--- config.mk ---
export PLATFORM = sky130hd
export DESIGN_NAME = joystick_arm_velocity_controller_unit_flat
export DESIGN_NICKNAME = d
export VERILOG_FILES = /design/src/hdl/jav_pkg.sv /design/src/hdl/jav_req_if.sv /design/src/hdl/jav_rsp_if.sv /design/src/hdl/jav_ctrl.sv /design/src/hdl/jav_datapath.sv /design/src/hdl/joystick_arm_velocity_controller_unit.sv /design/src/flat_wrapper.sv
export VERILOG_INCLUDE_DIRS = /design/src /design/src/hdl
export SDC_FILE = /design/constraint.sdc
export NUM_CORES = 2
export LEC_CHECK = 0
export BUFFER_PORTS_ARGS = -buffer_cell sky130_fd_sc_hd__buf_2
export CORE_MARGIN = 2
export CORE_UTILIZATION = 35
export CTS_CLUSTER_DIAMETER = 60
export DETAILED_ROUTE_END_ITERATION = 8
export PLACE_DENSITY = 0.52
export SLEW_MARGIN = 0
export SYNTH_ARGS = -nofsm -noshare
export SYNTH_HDL_FRONTEND = slang
export SYNTH_SLANG_ARGS = --single-unit
--- constraint.sdc ---
create_clock -name clock -period 8.95 [get_ports clock]
set_clock_uncertainty 0.05 [all_clocks]
set_input_delay 0.895 -clock clock [delete_from_list [all_inputs] [get_ports clock]]
set_output_delay 0.895 -clock clock [all_outputs]
set_load 0.01 [all_outputs]
--- src/hdl/assert_macros.svh ---
// Assertion macros used by the RTL file that carries checks.
// No dependencies; the bodies drop out when SYNTH is defined.
`ifndef ASSERT_MACROS_SVH
`define ASSERT_MACROS_SVH
`ifndef SYNTH
`define JAV_ASSERT_IMPLIES(label, clk, rst, ante, cons) \
   label: assert property (@(posedge clk) disable iff (rst) (ante) |-> (cons)) \
      else $error("label failed");
`define JAV_ASSERT_NEXT(label, clk, rst, ante, cons) \
   label: assert property (@(posedge clk) disable iff (rst) (ante) |=> (cons)) \
      else $error("label failed");
`else
`define JAV_ASSERT_IMPLIES(label, clk, rst, ante, cons)
`define JAV_ASSERT_NEXT(label, clk, rst, ante, cons)
`endif
`endif

--- src/hdl/jav_pkg.sv ---
// Shared types, constants and tables of the arm velocity controller.
// No dependencies.
package jav_pkg;
   localparam int JOINTS        = 5;
   localparam int JOINT_W       = $clog2(JOINTS);
   localparam int DRAIN_CYCLES  = 2;
   localparam int VEL_W         = 32;
   localparam int CSR_DATA_W    = 16;

   localparam logic signed [15:0] CURRENT_LIMIT_RST = 16'sd1536;
   localparam logic signed [15:0] SLEW_DEADZONE     = 16'sd3276;
   localparam logic signed [17:0] FIX_SLEW_SPEED    = 18'sd2250;
   localparam logic signed [17:0] AXIS_ONE          = 18'sd16384;
   localparam logic signed [15:0] WRIST_FACTOR      = 16'sd19661;
   localparam logic [4:0] SH_ANGLE = 5'd12;
   localparam logic [4:0] SH_AXIS  = 5'd14;
   localparam logic [4:0] SH_JAW   = 5'd15;
   localparam logic [4:0] SH_WRIST = 5'd30;

   typedef enum logic [1:0] {
      CMD_JOY     = 2'd0,
      CMD_CURRENT = 2'd1,
      CMD_ANGLE   = 2'd2,
      CMD_NONE    = 2'd3
   } command_type;

   typedef enum logic [1:0] {
      MODE_MANUAL       = 2'd0,
      MODE_PARK         = 2'd1,
      MODE_FIX_SLEW     = 2'd2,
      MODE_OVER_CURRENT = 2'd3
   } mode_type;

   typedef enum logic [1:0] {
      REG_GAIN  = 2'd0,
      REG_TOL   = 2'd1,
      REG_DIR   = 2'd2,
      REG_LIMIT = 2'd3
   } reg_index_type;

   typedef struct packed {
      logic               ready;
      logic               toggle;
      logic               eval;
      logic               issue;
      logic [JOINT_W-1:0] joint;
      logic               load_rsp;
   } dp_cmd_type;

   typedef struct packed {
      logic joy_valid;
      logic rsp_free;
      logic park_on;
      logic fix_on;
   } dp_sts_type;

   function automatic logic signed [15:0] park_target(input logic [JOINT_W-1:0] j);
      logic signed [15:0] t;
      case (j)
         3'd1:    t = 16'sd614;
         3'd2:    t = 16'sd7373;
         3'd4:    t = 16'sd1475;
         default: t = 16'sd0;
      endcase
      return t;
   endfunction
endpackage

--- src/hdl/jav_req_if.sv ---
// Request channel: joystick and measurement words.
// Depends on nothing.
interface jav_req_if;
   logic               valid;
   logic               ready;
   logic [1:0]         command;
   logic signed [15:0] slew_axis;
   logic signed [15:0] shoulder_axis;
   logic signed [15:0] elbow_axis;
   logic signed [15:0] wrist_axis;
   logic signed [15:0] close_trigger;
   logic signed [15:0] open_trigger;
   logic [4:0]         button_bits;
   logic [2:0]         joint_index;
   logic signed [15:0] measurement;
   modport source (output valid, command, slew_axis, shoulder_axis, elbow_axis, wrist_axis,
                   close_trigger, open_trigger, button_bits, joint_index, measurement,
                   input ready);
   modport sink (input valid, command, slew_axis, shoulder_axis, elbow_axis, wrist_axis,
                 close_trigger, open_trigger, button_bits, joint_index, measurement,
                 output ready);
endinterface

--- src/hdl/jav_rsp_if.sv ---
// Response channel: joint velocities, mode and lock flags.
// Depends on nothing.
interface jav_rsp_if;
   logic               valid;
   logic               ready;
   logic signed [31:0] slew_velocity;
   logic signed [31:0] shoulder_velocity;
   logic signed [31:0] elbow_velocity;
   logic signed [31:0] wrist_velocity;
   logic signed [31:0] jaw_velocity;
   logic [1:0]         mode;
   logic [2:0]         lock_flags;
   modport source (output valid, slew_velocity, shoulder_velocity, elbow_velocity,
                   wrist_velocity, jaw_velocity, mode, lock_flags, input ready);
   modport sink (input valid, slew_velocity, shoulder_velocity, elbow_velocity,
                 wrist_velocity, jaw_velocity, mode, lock_flags, output ready);
endinterface

--- src/hdl/jav_ctrl.sv ---
// Sequencer: toggle, evaluate, five joint issues, pipeline drain, response load.
// Depends on jav_pkg.
module jav_ctrl (
   input  logic                clock,
   input  logic                reset,
   input  jav_pkg::dp_sts_type sts,
   output jav_pkg::dp_cmd_type cmd
);
   import jav_pkg::*;

   typedef enum logic [2:0] {
      ST_IDLE, ST_TOGGLE, ST_EVAL, ST_ISSUE, ST_DRAIN, ST_FINISH
   } state_type;

   state_type          state_ff;
   logic [JOINT_W-1:0] cnt_ff;

   always_ff @(posedge clock) begin
      if (reset) begin
         state_ff <= ST_IDLE;
         cnt_ff   <= '0;
      end else begin
         unique case (state_ff)
            ST_IDLE:   if (sts.joy_valid) state_ff <= ST_TOGGLE;
            ST_TOGGLE: state_ff <= ST_EVAL;
            ST_EVAL: begin
               state_ff <= ST_ISSUE;
               cnt_ff   <= '0;
            end
            ST_ISSUE: begin
               if (cnt_ff == JOINT_W'(JOINTS - 1)) begin
                  state_ff <= ST_DRAIN;
                  cnt_ff   <= '0;
               end else begin
                  cnt_ff <= cnt_ff + 1'b1;
               end
            end
            ST_DRAIN: begin
               if (cnt_ff == JOINT_W'(DRAIN_CYCLES - 1)) state_ff <= ST_FINISH;
               else cnt_ff <= cnt_ff + 1'b1;
            end
            ST_FINISH: if (sts.rsp_free) state_ff <= ST_IDLE;
            default:   state_ff <= ST_IDLE;
         endcase
      end
   end

   always_comb begin
      cmd          = '0;
      cmd.ready    = (state_ff == ST_IDLE);
      cmd.toggle   = (state_ff == ST_TOGGLE);
      cmd.eval     = (state_ff == ST_EVAL);
      cmd.issue    = (state_ff == ST_ISSUE);
      cmd.joint    = cnt_ff;
      cmd.load_rsp = (state_ff == ST_FINISH) && sts.rsp_free;
   end
endmodule

--- src/hdl/jav_datapath.sv ---
// Datapath: settings, arm state, operand select, two-stage multiplier, truncating shift,
// velocity store and response register. Depends on jav_pkg, jav_req_if, jav_rsp_if.
module jav_datapath (
   input  logic                   clock,
   input  logic                   reset,
   input  logic                   csr_write_enable,
   input  jav_pkg::reg_index_type csr_index,
   input  logic [15:0]            csr_write_data,
   jav_req_if.sink                req,
   jav_rsp_if.source              rsp,
   input  jav_pkg::dp_cmd_type    cmd,
   output jav_pkg::dp_sts_type    sts
);
   import jav_pkg::*;

   logic [15:0]        gain_ff;
   logic [14:0]        tol_ff;
   logic [4:0]         dir_ff;
   logic signed [15:0] limit_ff;

   logic [4:0]         prev_btn_ff;
   logic [2:0]         lock_ff;
   logic               fix_ff;
   logic               park_ff;
   logic signed [15:0] angle_ff [JOINTS];
   logic signed [15:0] current_ff;

   logic signed [15:0] slew_ff, shoulder_ff, elbow_ff, wrist_ff, close_ff, open_ff;
   logic [4:0]         btn_ff;

   mode_type           mode_ff;
   logic [JOINTS-1:0]  band_ff;
   logic               fixz_ff;

   logic signed [34:0] p1_ff;
   logic signed [15:0] k1_ff;
   logic [4:0]         sh1_ff, sh2_ff;
   logic [JOINT_W-1:0] j1_ff, j2_ff;
   logic               vld1_ff, vld2_ff;
   logic signed [50:0] p2_ff;
   logic signed [31:0] v_ff [JOINTS];

   logic               rsp_valid_ff;
   logic signed [31:0] rv_ff [JOINTS];
   logic [1:0]         rmode_ff;
   logic [2:0]         rlock_ff;

   logic               accept;
   logic [4:0]         rise;
   logic               fix_in, park_in;
   logic signed [16:0] err [JOINTS];
   logic signed [16:0] tol_s;
   logic signed [16:0] ang0;
   logic [JOINTS-1:0]  band;
   logic               fixz;
   mode_type           mode_in;
   logic signed [17:0] op_a, a_n;
   logic signed [16:0] op_g;
   logic signed [15:0] op_k;
   logic [4:0]         op_sh;
   logic               op_neg, op_zero;
   logic [JOINT_W-1:0] j;
   logic signed [50:0] bias, quot;

   assign accept    = req.valid && req.ready;
   assign req.ready = cmd.ready;

   assign sts.joy_valid = req.valid && (req.command == CMD_JOY);
   assign sts.rsp_free  = !rsp_valid_ff || rsp.ready;
   assign sts.park_on   = park_ff;
   assign sts.fix_on    = fix_ff;

   // settings
   always_ff @(posedge clock) begin
      if (reset) begin
         gain_ff  <= '0;
         tol_ff   <= '0;
         dir_ff   <= '0;
         limit_ff <= CURRENT_LIMIT_RST;
      end else if (csr_write_enable) begin
         unique case (csr_index)
            REG_GAIN:  gain_ff  <= csr_write_data;
            REG_TOL:   tol_ff   <= csr_write_data[14:0];
            REG_DIR:   dir_ff   <= csr_write_data[4:0];
            REG_LIMIT: limit_ff <= csr_write_data;
            default:   gain_ff  <= gain_ff;
         endcase
      end
   end

   // button edges
   always_comb begin
      rise    = btn_ff & ~prev_btn_ff;
      fix_in  = fix_ff;
      park_in = park_ff;
      if (rise[3]) begin
         fix_in = !fix_ff;
         if (fix_in) park_in = 1'b0;
      end
      if (rise[4]) begin
         park_in = !park_in;
         if (park_in) fix_in = 1'b0;
      end
   end

   always_comb begin
      tol_s = {2'b00, tol_ff};
      ang0  = {angle_ff[0][15], angle_ff[0]};
      for (int i = 0; i < JOINTS; i++) begin
         err[i]  = 17'(angle_ff[i]) - 17'(park_target(JOINT_W'(i)));
         band[i] = (err[i] <= tol_s) && (err[i] >= -tol_s);
      end
      fixz = (ang0 > -tol_s) && (ang0 < tol_s);
      if (current_ff >= limit_ff)  mode_in = MODE_OVER_CURRENT;
      else if (park_ff)            mode_in = MODE_PARK;
      else if (fix_ff)             mode_in = MODE_FIX_SLEW;
      else                         mode_in = MODE_MANUAL;
   end

   // arm state
   always_ff @(posedge clock) begin
      if (reset) begin
         prev_btn_ff <= '0;
         lock_ff     <= '0;
         fix_ff      <= 1'b0;
         park_ff     <= 1'b0;
         current_ff  <= '0;
         for (int i = 0; i < JOINTS; i++) angle_ff[i] <= '0;
      end else begin
         if (accept) begin
            case (req.command)
               CMD_CURRENT: current_ff <= req.measurement;
               CMD_ANGLE:
                  if (req.joint_index < JOINT_W'(JOINTS))
                     angle_ff[req.joint_index] <= req.measurement;
               default: ;
            endcase
         end
         if (cmd.toggle) begin
            lock_ff     <= lock_ff ^ rise[2:0];
            fix_ff      <= fix_in;
            park_ff     <= park_in;
            prev_btn_ff <= btn_ff;
         end
         if (cmd.eval) begin
            if (mode_in == MODE_PARK && (&band)) park_ff <= 1'b0;
            if (mode_in == MODE_FIX_SLEW && fixz) fix_ff <= 1'b0;
         end
      end
   end

   // joystick word and evaluation results
   always_ff @(posedge clock) begin
      if (accept && req.command == CMD_JOY) begin
         slew_ff     <= req.slew_axis;
         shoulder_ff <= req.shoulder_axis;
         elbow_ff    <= req.elbow_axis;
         wrist_ff    <= req.wrist_axis;
         close_ff    <= req.close_trigger;
         open_ff     <= req.open_trigger;
         btn_ff      <= req.button_bits;
      end
      if (cmd.eval) begin
         mode_ff <= mode_in;
         band_ff <= band;
         fixz_ff <= fixz;
      end
   end

   // operand select
   always_comb begin
      j       = cmd.joint;
      op_a    = '0;
      op_g    = {1'b0, gain_ff};
      op_k    = 16'sd1;
      op_sh   = '0;
      op_neg  = 1'b0;
      op_zero = 1'b1;
      unique case (mode_ff)
         MODE_PARK: begin
            op_a    = {err[j][16], err[j]};
            op_g    = (j == JOINT_W'(3)) ? {3'b000, gain_ff[15:2]} : {1'b0, gain_ff};
            op_sh   = SH_ANGLE;
            op_neg  = (j != JOINT_W'(2));
            op_zero = band_ff[j];
         end
         MODE_FIX_SLEW: begin
            if (j == JOINT_W'(0) && !fixz_ff) begin
               op_a    = (angle_ff[0] > 16'sd0) ? -FIX_SLEW_SPEED : FIX_SLEW_SPEED;
               op_g    = 17'sd1;
               op_zero = 1'b0;
            end
         end
         MODE_MANUAL: begin
            case (j)
               3'd0: begin
                  op_a    = {{2{slew_ff[15]}}, slew_ff};
                  op_sh   = SH_AXIS;
                  op_neg  = dir_ff[0];
                  op_zero = !(slew_ff > SLEW_DEADZONE || slew_ff < -SLEW_DEADZONE) ||
                            lock_ff[0];
               end
               3'd1: begin
                  op_a    = {{2{shoulder_ff[15]}}, shoulder_ff};
                  op_sh   = SH_AXIS;
                  op_neg  = dir_ff[1];
                  op_zero = 1'b0;
               end
               3'd2: begin
                  op_a    = {{2{elbow_ff[15]}}, elbow_ff};
                  op_sh   = SH_AXIS;
                  op_neg  = dir_ff[2];
                  op_zero = 1'b0;
               end
               3'd3: begin
                  op_a    = {{2{wrist_ff[15]}}, wrist_ff};
                  op_k    = WRIST_FACTOR;
                  op_sh   = SH_WRIST;
                  op_neg  = dir_ff[3];
                  op_zero = lock_ff[1];
               end
               3'd4: begin
                  op_sh = SH_JAW;
                  if (close_ff < open_ff) begin
                     op_a    = {{2{close_ff[15]}}, close_ff} - AXIS_ONE;
                     op_neg  = dir_ff[4];
                     op_zero = (close_ff == 16'sd0);
                  end else if (close_ff > open_ff) begin
                     op_a    = {{2{open_ff[15]}}, open_ff} - AXIS_ONE;
                     op_neg  = !dir_ff[4];
                     op_zero = (open_ff == 16'sd0) || lock_ff[2];
                  end
               end
               default: op_zero = 1'b1;
            endcase
         end
         default: op_zero = 1'b1;
      endcase
      a_n = op_zero ? 18'sd0 : (op_neg ? -op_a : op_a);
   end

   // multiply pipeline
   always_ff @(posedge clock) begin
      if (reset) begin
         vld1_ff <= 1'b0;
         vld2_ff <= 1'b0;
      end else begin
         vld1_ff <= cmd.issue;
         vld2_ff <= vld1_ff;
      end
   end

   always_comb begin
      bias = p2_ff[50] ? ((51'sd1 <<< sh2_ff) - 51'sd1) : 51'sd0;
      quot = (p2_ff + bias) >>> sh2_ff;
   end

   always_ff @(posedge clock) begin
      if (cmd.issue) begin
         p1_ff  <= a_n * op_g;
         k1_ff  <= op_k;
         sh1_ff <= op_sh;
         j1_ff  <= j;
      end
      if (vld1_ff) begin
         p2_ff  <= p1_ff * k1_ff;
         sh2_ff <= sh1_ff;
         j2_ff  <= j1_ff;
      end
      if (vld2_ff) v_ff[j2_ff] <= quot[31:0];
   end

   // response register
   always_ff @(posedge clock) begin
      if (reset) begin
         rsp_valid_ff <= 1'b0;
      end else if (cmd.load_rsp) begin
         rsp_valid_ff <= 1'b1;
      end else if (rsp.ready) begin
         rsp_valid_ff <= 1'b0;
      end
   end

   always_ff @(posedge clock) begin
      if (cmd.load_rsp) begin
         for (int i = 0; i < JOINTS; i++) rv_ff[i] <= v_ff[i];
         rmode_ff <= mode_ff;
         rlock_ff <= lock_ff;
      end
   end

   assign rsp.valid             = rsp_valid_ff;
   assign rsp.slew_velocity     = rv_ff[0];
   assign rsp.shoulder_velocity = rv_ff[1];
   assign rsp.elbow_velocity    = rv_ff[2];
   assign rsp.wrist_velocity    = rv_ff[3];
   assign rsp.jaw_velocity      = rv_ff[4];
   assign rsp.mode              = rmode_ff;
   assign rsp.lock_flags        = rlock_ff;
endmodule

--- src/hdl/joystick_arm_velocity_controller_unit.sv ---
// Arm velocity controller top level. Measurement words are taken back to back while
// the sequencer is idle. After a joystick word no further word is taken until its
// response word is loaded: the sequencer runs toggle, evaluate, five joint passes
// through the shared two-stage multiplier, drain and the response load; a stalled
// response word holds the sequencer.
// Reset (synchronous, active high) clears settings, locks, modes, angles; limit 1536.
`include "assert_macros.svh"
module joystick_arm_velocity_controller_unit (
   input  logic                   clock,
   input  logic                   reset,
   input  logic                   csr_write_enable,
   input  jav_pkg::reg_index_type csr_index,
   input  logic [15:0]            csr_write_data,
   jav_req_if.sink                req_bus,
   jav_rsp_if.source              rsp_bus
);
   import jav_pkg::*;

   dp_cmd_type dp_cmd;
   dp_sts_type dp_sts;

   jav_ctrl u_ctrl (
      .clock (clock),
      .reset (reset),
      .sts   (dp_sts),
      .cmd   (dp_cmd)
   );

   jav_datapath u_datapath (
      .clock            (clock),
      .reset            (reset),
      .csr_write_enable (csr_write_enable),
      .csr_index        (csr_index),
      .csr_write_data   (csr_write_data),
      .req              (req_bus),
      .rsp              (rsp_bus),
      .cmd              (dp_cmd),
      .sts              (dp_sts)
   );

   `JAV_ASSERT_IMPLIES(a_modes_exclusive, clock, reset, 1'b1, !(dp_sts.park_on && dp_sts.fix_on))
   `JAV_ASSERT_IMPLIES(a_over_current_zero, clock, reset, rsp_bus.valid && rsp_bus.mode == MODE_OVER_CURRENT, rsp_bus.slew_velocity == 32'sd0 && rsp_bus.shoulder_velocity == 32'sd0 && rsp_bus.elbow_velocity == 32'sd0 && rsp_bus.wrist_velocity == 32'sd0 && rsp_bus.jaw_velocity == 32'sd0)
   `JAV_ASSERT_NEXT(a_joy_busy, clock, reset, req_bus.valid && req_bus.ready && req_bus.command == CMD_JOY, !req_bus.ready)
endmodule

--- src/flat_wrapper.sv ---
// flat-port wrapper written by rule: the top's interface ports become plain ports
module joystick_arm_velocity_controller_unit_flat import jav_pkg::*;
  (clock, reset, csr_write_enable, csr_index, csr_write_data, req_bus_valid, req_bus_command, req_bus_slew_axis, req_bus_shoulder_axis, req_bus_elbow_axis, req_bus_wrist_axis, req_bus_close_trigger, req_bus_open_trigger, req_bus_button_bits, req_bus_joint_index, req_bus_measurement, req_bus_ready, rsp_bus_valid, rsp_bus_slew_velocity, rsp_bus_shoulder_velocity, rsp_bus_elbow_velocity, rsp_bus_wrist_velocity, rsp_bus_jaw_velocity, rsp_bus_mode, rsp_bus_lock_flags, rsp_bus_ready);
  jav_req_if req_bus_i ();
  jav_rsp_if rsp_bus_i ();
  input  logic clock;
  input  logic reset;
  input  logic csr_write_enable;
  input  jav_pkg::reg_index_type csr_index;
  input  logic [15:0] csr_write_data;
  input wire logic [$bits(req_bus_i.valid)-1:0] req_bus_valid;
  input wire logic [$bits(req_bus_i.command)-1:0] req_bus_command;
  input wire logic [$bits(req_bus_i.slew_axis)-1:0] req_bus_slew_axis;
  input wire logic [$bits(req_bus_i.shoulder_axis)-1:0] req_bus_shoulder_axis;
  input wire logic [$bits(req_bus_i.elbow_axis)-1:0] req_bus_elbow_axis;
  input wire logic [$bits(req_bus_i.wrist_axis)-1:0] req_bus_wrist_axis;
  input wire logic [$bits(req_bus_i.close_trigger)-1:0] req_bus_close_trigger;
  input wire logic [$bits(req_bus_i.open_trigger)-1:0] req_bus_open_trigger;
  input wire logic [$bits(req_bus_i.button_bits)-1:0] req_bus_button_bits;
  input wire logic [$bits(req_bus_i.joint_index)-1:0] req_bus_joint_index;
  input wire logic [$bits(req_bus_i.measurement)-1:0] req_bus_measurement;
  output wire logic [$bits(req_bus_i.ready)-1:0] req_bus_ready;
  output wire logic [$bits(rsp_bus_i.valid)-1:0] rsp_bus_valid;
  output wire logic [$bits(rsp_bus_i.slew_velocity)-1:0] rsp_bus_slew_velocity;
  output wire logic [$bits(rsp_bus_i.shoulder_velocity)-1:0] rsp_bus_shoulder_velocity;
  output wire logic [$bits(rsp_bus_i.elbow_velocity)-1:0] rsp_bus_elbow_velocity;
  output wire logic [$bits(rsp_bus_i.wrist_velocity)-1:0] rsp_bus_wrist_velocity;
  output wire logic [$bits(rsp_bus_i.jaw_velocity)-1:0] rsp_bus_jaw_velocity;
  output wire logic [$bits(rsp_bus_i.mode)-1:0] rsp_bus_mode;
  output wire logic [$bits(rsp_bus_i.lock_flags)-1:0] rsp_bus_lock_flags;
  input wire logic [$bits(rsp_bus_i.ready)-1:0] rsp_bus_ready;
  assign req_bus_i.valid = req_bus_valid;
  assign req_bus_i.command = req_bus_command;
  assign req_bus_i.slew_axis = req_bus_slew_axis;
  assign req_bus_i.shoulder_axis = req_bus_shoulder_axis;
  assign req_bus_i.elbow_axis = req_bus_elbow_axis;
  assign req_bus_i.wrist_axis = req_bus_wrist_axis;
  assign req_bus_i.close_trigger = req_bus_close_trigger;
  assign req_bus_i.open_trigger = req_bus_open_trigger;
  assign req_bus_i.button_bits = req_bus_button_bits;
  assign req_bus_i.joint_index = req_bus_joint_index;
  assign req_bus_i.measurement = req_bus_measurement;
  assign req_bus_ready = req_bus_i.ready;
  assign rsp_bus_valid = rsp_bus_i.valid;
  assign rsp_bus_slew_velocity = rsp_bus_i.slew_velocity;
  assign rsp_bus_shoulder_velocity = rsp_bus_i.shoulder_velocity;
  assign rsp_bus_elbow_velocity = rsp_bus_i.elbow_velocity;
  assign rsp_bus_wrist_velocity = rsp_bus_i.wrist_velocity;
  assign rsp_bus_jaw_velocity = rsp_bus_i.jaw_velocity;
  assign rsp_bus_mode = rsp_bus_i.mode;
  assign rsp_bus_lock_flags = rsp_bus_i.lock_flags;
  assign rsp_bus_i.ready = rsp_bus_ready;
  joystick_arm_velocity_controller_unit u_core (.clock(clock), .reset(reset), .csr_write_enable(csr_write_enable), .csr_index(csr_index), .csr_write_data(csr_write_data), .req_bus(req_bus_i), .rsp_bus(rsp_bus_i));
endmodule
# After elaboration in Yosys (flattened, before gate mapping)
# Memory sizes are Yosys's and may differ from the RTL's.
# Index checks and enable logic that the tools add are counted.
# totals
regBits,318
latchBits,0
ramBits,400
rom_bits,0
inputBits,145
mem_count,3
# classes
add_sub_neg,10
multipliers,2
div_mod_pow,0
magnitude_cmp,21
n_eq_ne,24
shifts,2
n_mux,68
bitwise,4
n_reduce_logical,43
# memory_table
name,depth,width,read_ports,rd_ports_with_merged_regs,wr,line,rtl
u_core.u_datapath.rv_ff,5,32,5,0,5,jav_datapath.sv:44,logic signed [31:0] rv_ff [JOINTS];
u_core.u_datapath.v_ff,5,32,5,0,1,jav_datapath.sv:41,logic signed [31:0] v_ff [JOINTS];
u_core.u_datapath.angle_ff,5,16,5,0,5,jav_datapath.sv:25,logic signed [15:0] angle_ff [JOINTS];
# op_table
cell,n
2-to-1 mux 18 bit,6
case mux 18 bit (5 select lines),1
case mux 18 bit (3 select lines),1
adder 51 bit,1
binary-select mux 17 bit (select 3 bit),1
>= comparator 17 bit,3
less-or-equal comparator 17 x 16 -> 1 bit,3
multiplier 35 x 16 -> 51 bit,1
2-to-1 mux 51 bit,1
"<<< shifter 2 x 5 -> 51 bit, first input constant",1
>>> shifter 51 x 5 -> 32 bit,1
"subtractor 51 x 2 -> 51 bit, second input constant",1
2-to-1 mux 16 bit,3
multiplier 18 x 17 -> 35 bit,1
>= comparator 16 x 17 -> 1 bit,2
2-to-1 mux 17 bit,2
"subtractor 16 x 16 -> 17 bit, second input constant",2
less-or-equal comparator 16 bit,2
logical NOT 16 bit,2
less-than comparator 16 bit,2
2-to-1 mux 1 bit,32
case mux 16 bit (2 select lines),1
2-to-1 mux 3 bit,7
negator 18 bit,1
other kinds (50),96

# Logic depth before layout (Yosys ltp)
# An unclocked memory read counts as a cell.
# depth
word_depth,10
depth_mapped,41

# By module
# Synthesis repeated with hierarchy kept, for this count alone.
# unflattened
hier_cells,5239
hier_area_um2,56808.2
# modules_own_cells
module,instances,cells_per_inst,area_each_um2,seq_area_each_um2
jav_datapath,1,5186,56319.0,20089.3
jav_ctrl,1,53,489.2,120.1

# Worst setup path after synthesis
# No wires, ideal clock.
# synth_path
path_type,register to register
from,register u_core.u_ctrl.cnt_ff[1]
to,"register u_core.u_datapath.p1_ff[31], data pin"
arrival_time_ps,9166
required_ps,8634
setup_slack_ps,-532
path_stages_with_launch,37
path_cell_list,dfxtp_1 inv_2 buf_1 ha_1 clkbuf_1 nand3_1 or4_1 nand2_1 buf_2 a221o_1 nand2b_1 ha_1 o21ai_0 nor3_1 o311ai_1 nand2_1 fa_1 inv_1 fa_1 inv_1 fa_1 inv_1 fa_1 fa_1 fa_1 ha_1 a21o_1 a21o_1 a221oi_1 o221ai_1 a211oi_1 nor3b_1 nand3_1 o21ai_0 nor4_1 nor3_1 xor2_1
# synth_via
elab_chain_cells,9
# synth_rtl
item,line,rtl
start: declaration,jav_ctrl.sv:16,logic [JOINT_W-1:0] cnt_ff;
start signal: assignment,jav_ctrl.sv:35,cnt_ff <= cnt_ff + 1'b1;
start signal: assignment,jav_ctrl.sv:40,else cnt_ff <= cnt_ff + 1'b1;
inverter 3 -> 4 bit (implied by the code),jav_datapath.sv:181,"op_a = {err[j][16], err[j]};"
binary-select mux 17 bit (select 3 bit),jav_datapath.sv:181,
2-to-1 mux 17 bit (implied by the code) (2 in series),jav_datapath.sv:181,
case mux 18 bit (3 select lines),jav_datapath.sv:179,unique case (mode_ff)
negator 18 bit,jav_datapath.sv:239,a_n = op_zero ? 18'sd0 : (op_neg ? -op_a : op_a);
2-to-1 mux 18 bit (2 in series),jav_datapath.sv:239,
multiplier 18 x 17 -> 35 bit (*),jav_datapath.sv:260,p1_ff <= a_n * op_g;
end signal: assignment,jav_datapath.sv:260,
end: declaration,jav_datapath.sv:35,logic signed [34:0] p1_ff;
# Every way passes the cells marked *; elsewhere a longest branch is shown, timed or not. The select of a mux whose other input is x is not followed.
# A chain may end at the register's enable or synchronous reset.

# Final worst setup path
# layout_path
from,register u_core.u_datapath.close_ff[13]
to,"register u_core.u_datapath.p1_ff[31], data pin"
# layout_via
elab_chain_cells,9
# layout_rtl
item,line,rtl
start: declaration,jav_datapath.sv:28,"logic signed [15:0] slew_ff, shoulder_ff, elbow_ff, wrist_ff, close_ff, open_ff;"
start signal: assignment,jav_datapath.sv:159,close_ff <= req.close_trigger;
> comparator 16 bit,jav_datapath.sv:228,end else if (close_ff > open_ff) begin
2-to-1 mux 18 bit,jav_datapath.sv:228,
2-to-1 mux 18 bit,jav_datapath.sv:224,if (close_ff < open_ff) begin
case mux 18 bit (5 select lines),jav_datapath.sv:195,case (j)
case mux 18 bit (3 select lines),jav_datapath.sv:179,
negator 18 bit,jav_datapath.sv:239,
2-to-1 mux 18 bit,jav_datapath.sv:239,
2-to-1 mux 18 bit (*),jav_datapath.sv:239,
multiplier 18 x 17 -> 35 bit (*),jav_datapath.sv:260,
# Every way passes the cells marked *; elsewhere a longest branch is shown, timed or not.

==> reports/summary.txt <==
Synth top cells by count - inv_1 (791), edfxtp_1 (615), ha_1 (524)
clock sink count - 702
filler instances - 15500
grt ovf - 0
Skew-Pair Late Insertion Delay - 0.70 ns
Die Footprint - 0.166 sq mm
Final Net Count - 7410
Multi-input gate area - 0.0343 sq mm
Critical Path Most Common Cell - fa_1
outcome - complete, but fails checks
largest family of logic cells by synthesized area - adder cells
HP Class - in -> reg
CP required - 9.34 ns
setup TNS - -1.18 ns
# diodes - 0
clock buffer depth - 3
Slew @ Worst Pin - 1.18 ns
fraction of layout cells with a size suffix above 1 - 22.0%
hpwl dp - 152000 microns
final period demand of the worst path - 9.18 ns
Synth warnings - 0
antenna viol nets, final - 0
Synth area leaders - edfxtp_1 (32%), fa_1 (18%), ha_1 (12%), inv_1 (5.2%), dfxtp_1 (3.1%)
hold_buf cts - 0
htree depth - 3
max_cap viols - 0
post-synthesis compound-gate area fraction - 11.5%
leakage dissipation - 30.1 nW
WL per Instance - 21.7 microns
number of synthesized register bits - 702
Final Worst Setup Slack - -0.233 ns
Avg Inst Size Synth - 10.6 sq um
Core ar. - 0.161 sq mm
Starting Density - 35.3%
sequential-to-total area share from yosys stat - 35.5%
CP endpoint kind - flop
DR pass1 iterations - 7
Die X-Extent - 407 microns
Hold Fails Final Rpt - 0
Largest stage delay, worst path - 0.56 ns
Slew Limit Fails - 0
Post-synth EDFFs - 615
Total GRT Usage - 22.1%
Startpoint Class - flop
Buffers on Ports - 311
Yosys top cell area share - 32.5%
drt via density - 5.08
Cell variety after synth - 106
CP delay by family, top - adder cells
worst-path maximum fanout - 5
largest net degree at the start of global routing - 166
IO Pins - 312
post-synthesis mux area share - 2.51%
CP arrival - 9.57 ns
failing checks - negative setup slack
vias - 43100
Synth async-reset ratio - 0%
Buf/Inv on CP - 6
clock root buffer - clkbuf_16
most frequent cell after synthesis - inv_1
hold_sp - req_bus_button_bits[1]
number of DRC markers in iteration 0 - 3133
Simple-Gate Fraction of Synth Area - 11.8%
Synth Area in Adders - 29.1%
area grow syn2layout - 22.7%
Tot Pwr - 8.64 mW
Setup crit start - u_core.u_datapath.close_ff[13]
initial antenna violation count - 6
fmax - 109 MHz
maximum vdd drop - 0.126 mV
XOR/XNOR Fraction of Synth Area - 3.12%
PwrDens - 124 mW/mm^2
first-pass GRT wire length - 274000 microns
Main synth FF type - edfxtp_1
worst reg2reg startpoint - u_core.u_datapath.close_ff[13]
RSZ-0062 raised after global routing - true
Final setup viols - 9
Slowest-stage cell, CP - fa_1
Slew headroom - 21.5%
Mapped Cells - 5358
cell taking the most area after synthesis - edfxtp_1
TritonCTS clock tree - yes
vias in the first global route - 43800
Storage cell area - 0.0202 sq mm
DRC viols - 0
Die Ht - 407 microns
GPL Wtd Cong - 0.964
Crit Path Category - reg -> reg
Mapped Area - 0.0568 sq mm
period utilisation layout - 103%
std cell rows - 147
total CTS buffers - 83
Total Wirelength - 184000 microns
clk slew on worst S/H paths - 0.06 ns
final timing paths:
check                                                    to  depth (start not counted)  slack, ns
worst max-delay path            u_core.u_datapath.p1_ff[31]                         36      -0.23
worst min-delay path            u_core.u_datapath.btn_ff[1]                          1       0.32
worst max register to register  u_core.u_datapath.p1_ff[31]                         36      -0.23
worst min register to register  u_core.u_datapath.sh2_ff[0]                          0       0.32
kinds of logic (layout without fill, tap and decap cells):
group / Yosys count / in the layout
buffers and inverters: 961 / 1905
AOI/OAI and AO/OA: 976 / 976
and+or+nand+nor: 1382 / 1382
xor gates and xnor gates: 201 / 201
DFF: 702 / 702
muxes: 112 / 112
other: 1 / 10
adders and majority gates: 1023 / 1023
repair_timing:
item / in CTS / in global routing
cloned: 1 / 0
resized for setup: 206 / 69
endpoints found under the setup margin: 16 / 16
buffers inserted: 43 / 17
pin swaps: 110 / 83
worst register-to-register path, delay by kind of cell (launching register included):
family | cells | cell delay, ns
compound gates | 11 | 2.29
buf+inv | 6 | 0.72
simple gates | 9 | 1.69
xor+xnor | 2 | 0.35
fa+ha+maj | 8 | 3.39
flops | 1 | 0.43
per-stage QoR:
step | instances | setup slack, ns | cell area, sq um | hold WS (ns) | util [%]
after floorplan | 5367 | 0.00905 | 57000 | 0.350 | -
after global placement | 8261 | -0.545 | 65200 | 0.350 | 40.5
after detailed placement | 8261 | -0.810 | 65200 | 0.355 | 40.5
after CTS | 8457 | -0.0960 | 69400 | 0.266 | 43.1
after global routing | 8471 | -0.587 | 69800 | 0.281 | 43.3
final | 8471 | -0.233 | 69800 | 0.321 | 43.3
routing by layer:
layer | up-vias | track usage, % | part of all wire (%)
li1 | 20300 | - | -
met2 | 1164 | 38.1 | 49
met1 | 21400 | 29.2 | 44
met5 | - | 0 | 0
met3 | 249 | 2.44 | 4.4
met4 | 0 | 6.17 | 2.9
layout make-up:
cell class / count / share of cell area, %
Clock buffer: 97 / 3.13
Clock inverter: 56 / 1.09
Inverter: 797 / 4.30
Multi-Input combinational cell: 3704 / 49.2
Sequential cell: 702 / 29.0
Tap cell: 2160 / 3.87
Timing Repair Buffer: 955 / 9.47
cell usage in the layout (no fill, tap or decap), types with 24 or more instances in the layout:
master and n:
o21ai_0 125, and3_1 39, buf_4 607, a21oi_1 275, nand2b_1 58, xnor2_1 120
xor2_1 62, ha_1 500, o211ai_1 30, nand4_1 44, o21a_1 61, buf_6 28
dfxtp_1 84, nand3_1 58, nor2_2 24, clkbuf_16 84, nor2b_1 43, buf_2 311
inv_1 778, edfxtp_1 615, nor3_1 50, a21o_1 84, and2_1 158, nor4_1 24
mux2i_1 78, nor2_1 313, a31oi_1 24, nand2_1 423, fa_1 492, or2_2 24
a211oi_1 58
flip-flops by register name (all words and copies together), names as in the netlist, 15 cells and up:
register	flops
u_core.u_datapath.open_ff	16
u_core.u_datapath.limit_ff	16
u_core.u_datapath.gain_ff	16
u_core.u_datapath.v_ff	160
u_core.u_datapath.p1_ff	35
u_core.u_datapath.angle_ff	80
u_core.u_datapath.rv_ff	160
u_core.u_datapath.close_ff	16
u_core.u_datapath.shoulder_ff	16
u_core.u_datapath.slew_ff	16
u_core.u_datapath.wrist_ff	16
u_core.u_datapath.p2_ff	51
u_core.u_datapath.tol_ff	15
u_core.u_datapath.elbow_ff	16
u_core.u_datapath.current_ff	16
report_power, final:
part	switching (mW)	leakage, nW	total, mW	internal, mW
Sequential	0.0432	6.36	3.64	3.60
Clock	1.45	1.41	3.56	2.11
Combinational	0.823	22.3	1.44	0.618
Total	2.32	30.1	8.64	6.32
Note: power is estimated with default switching activity, not from simulation.
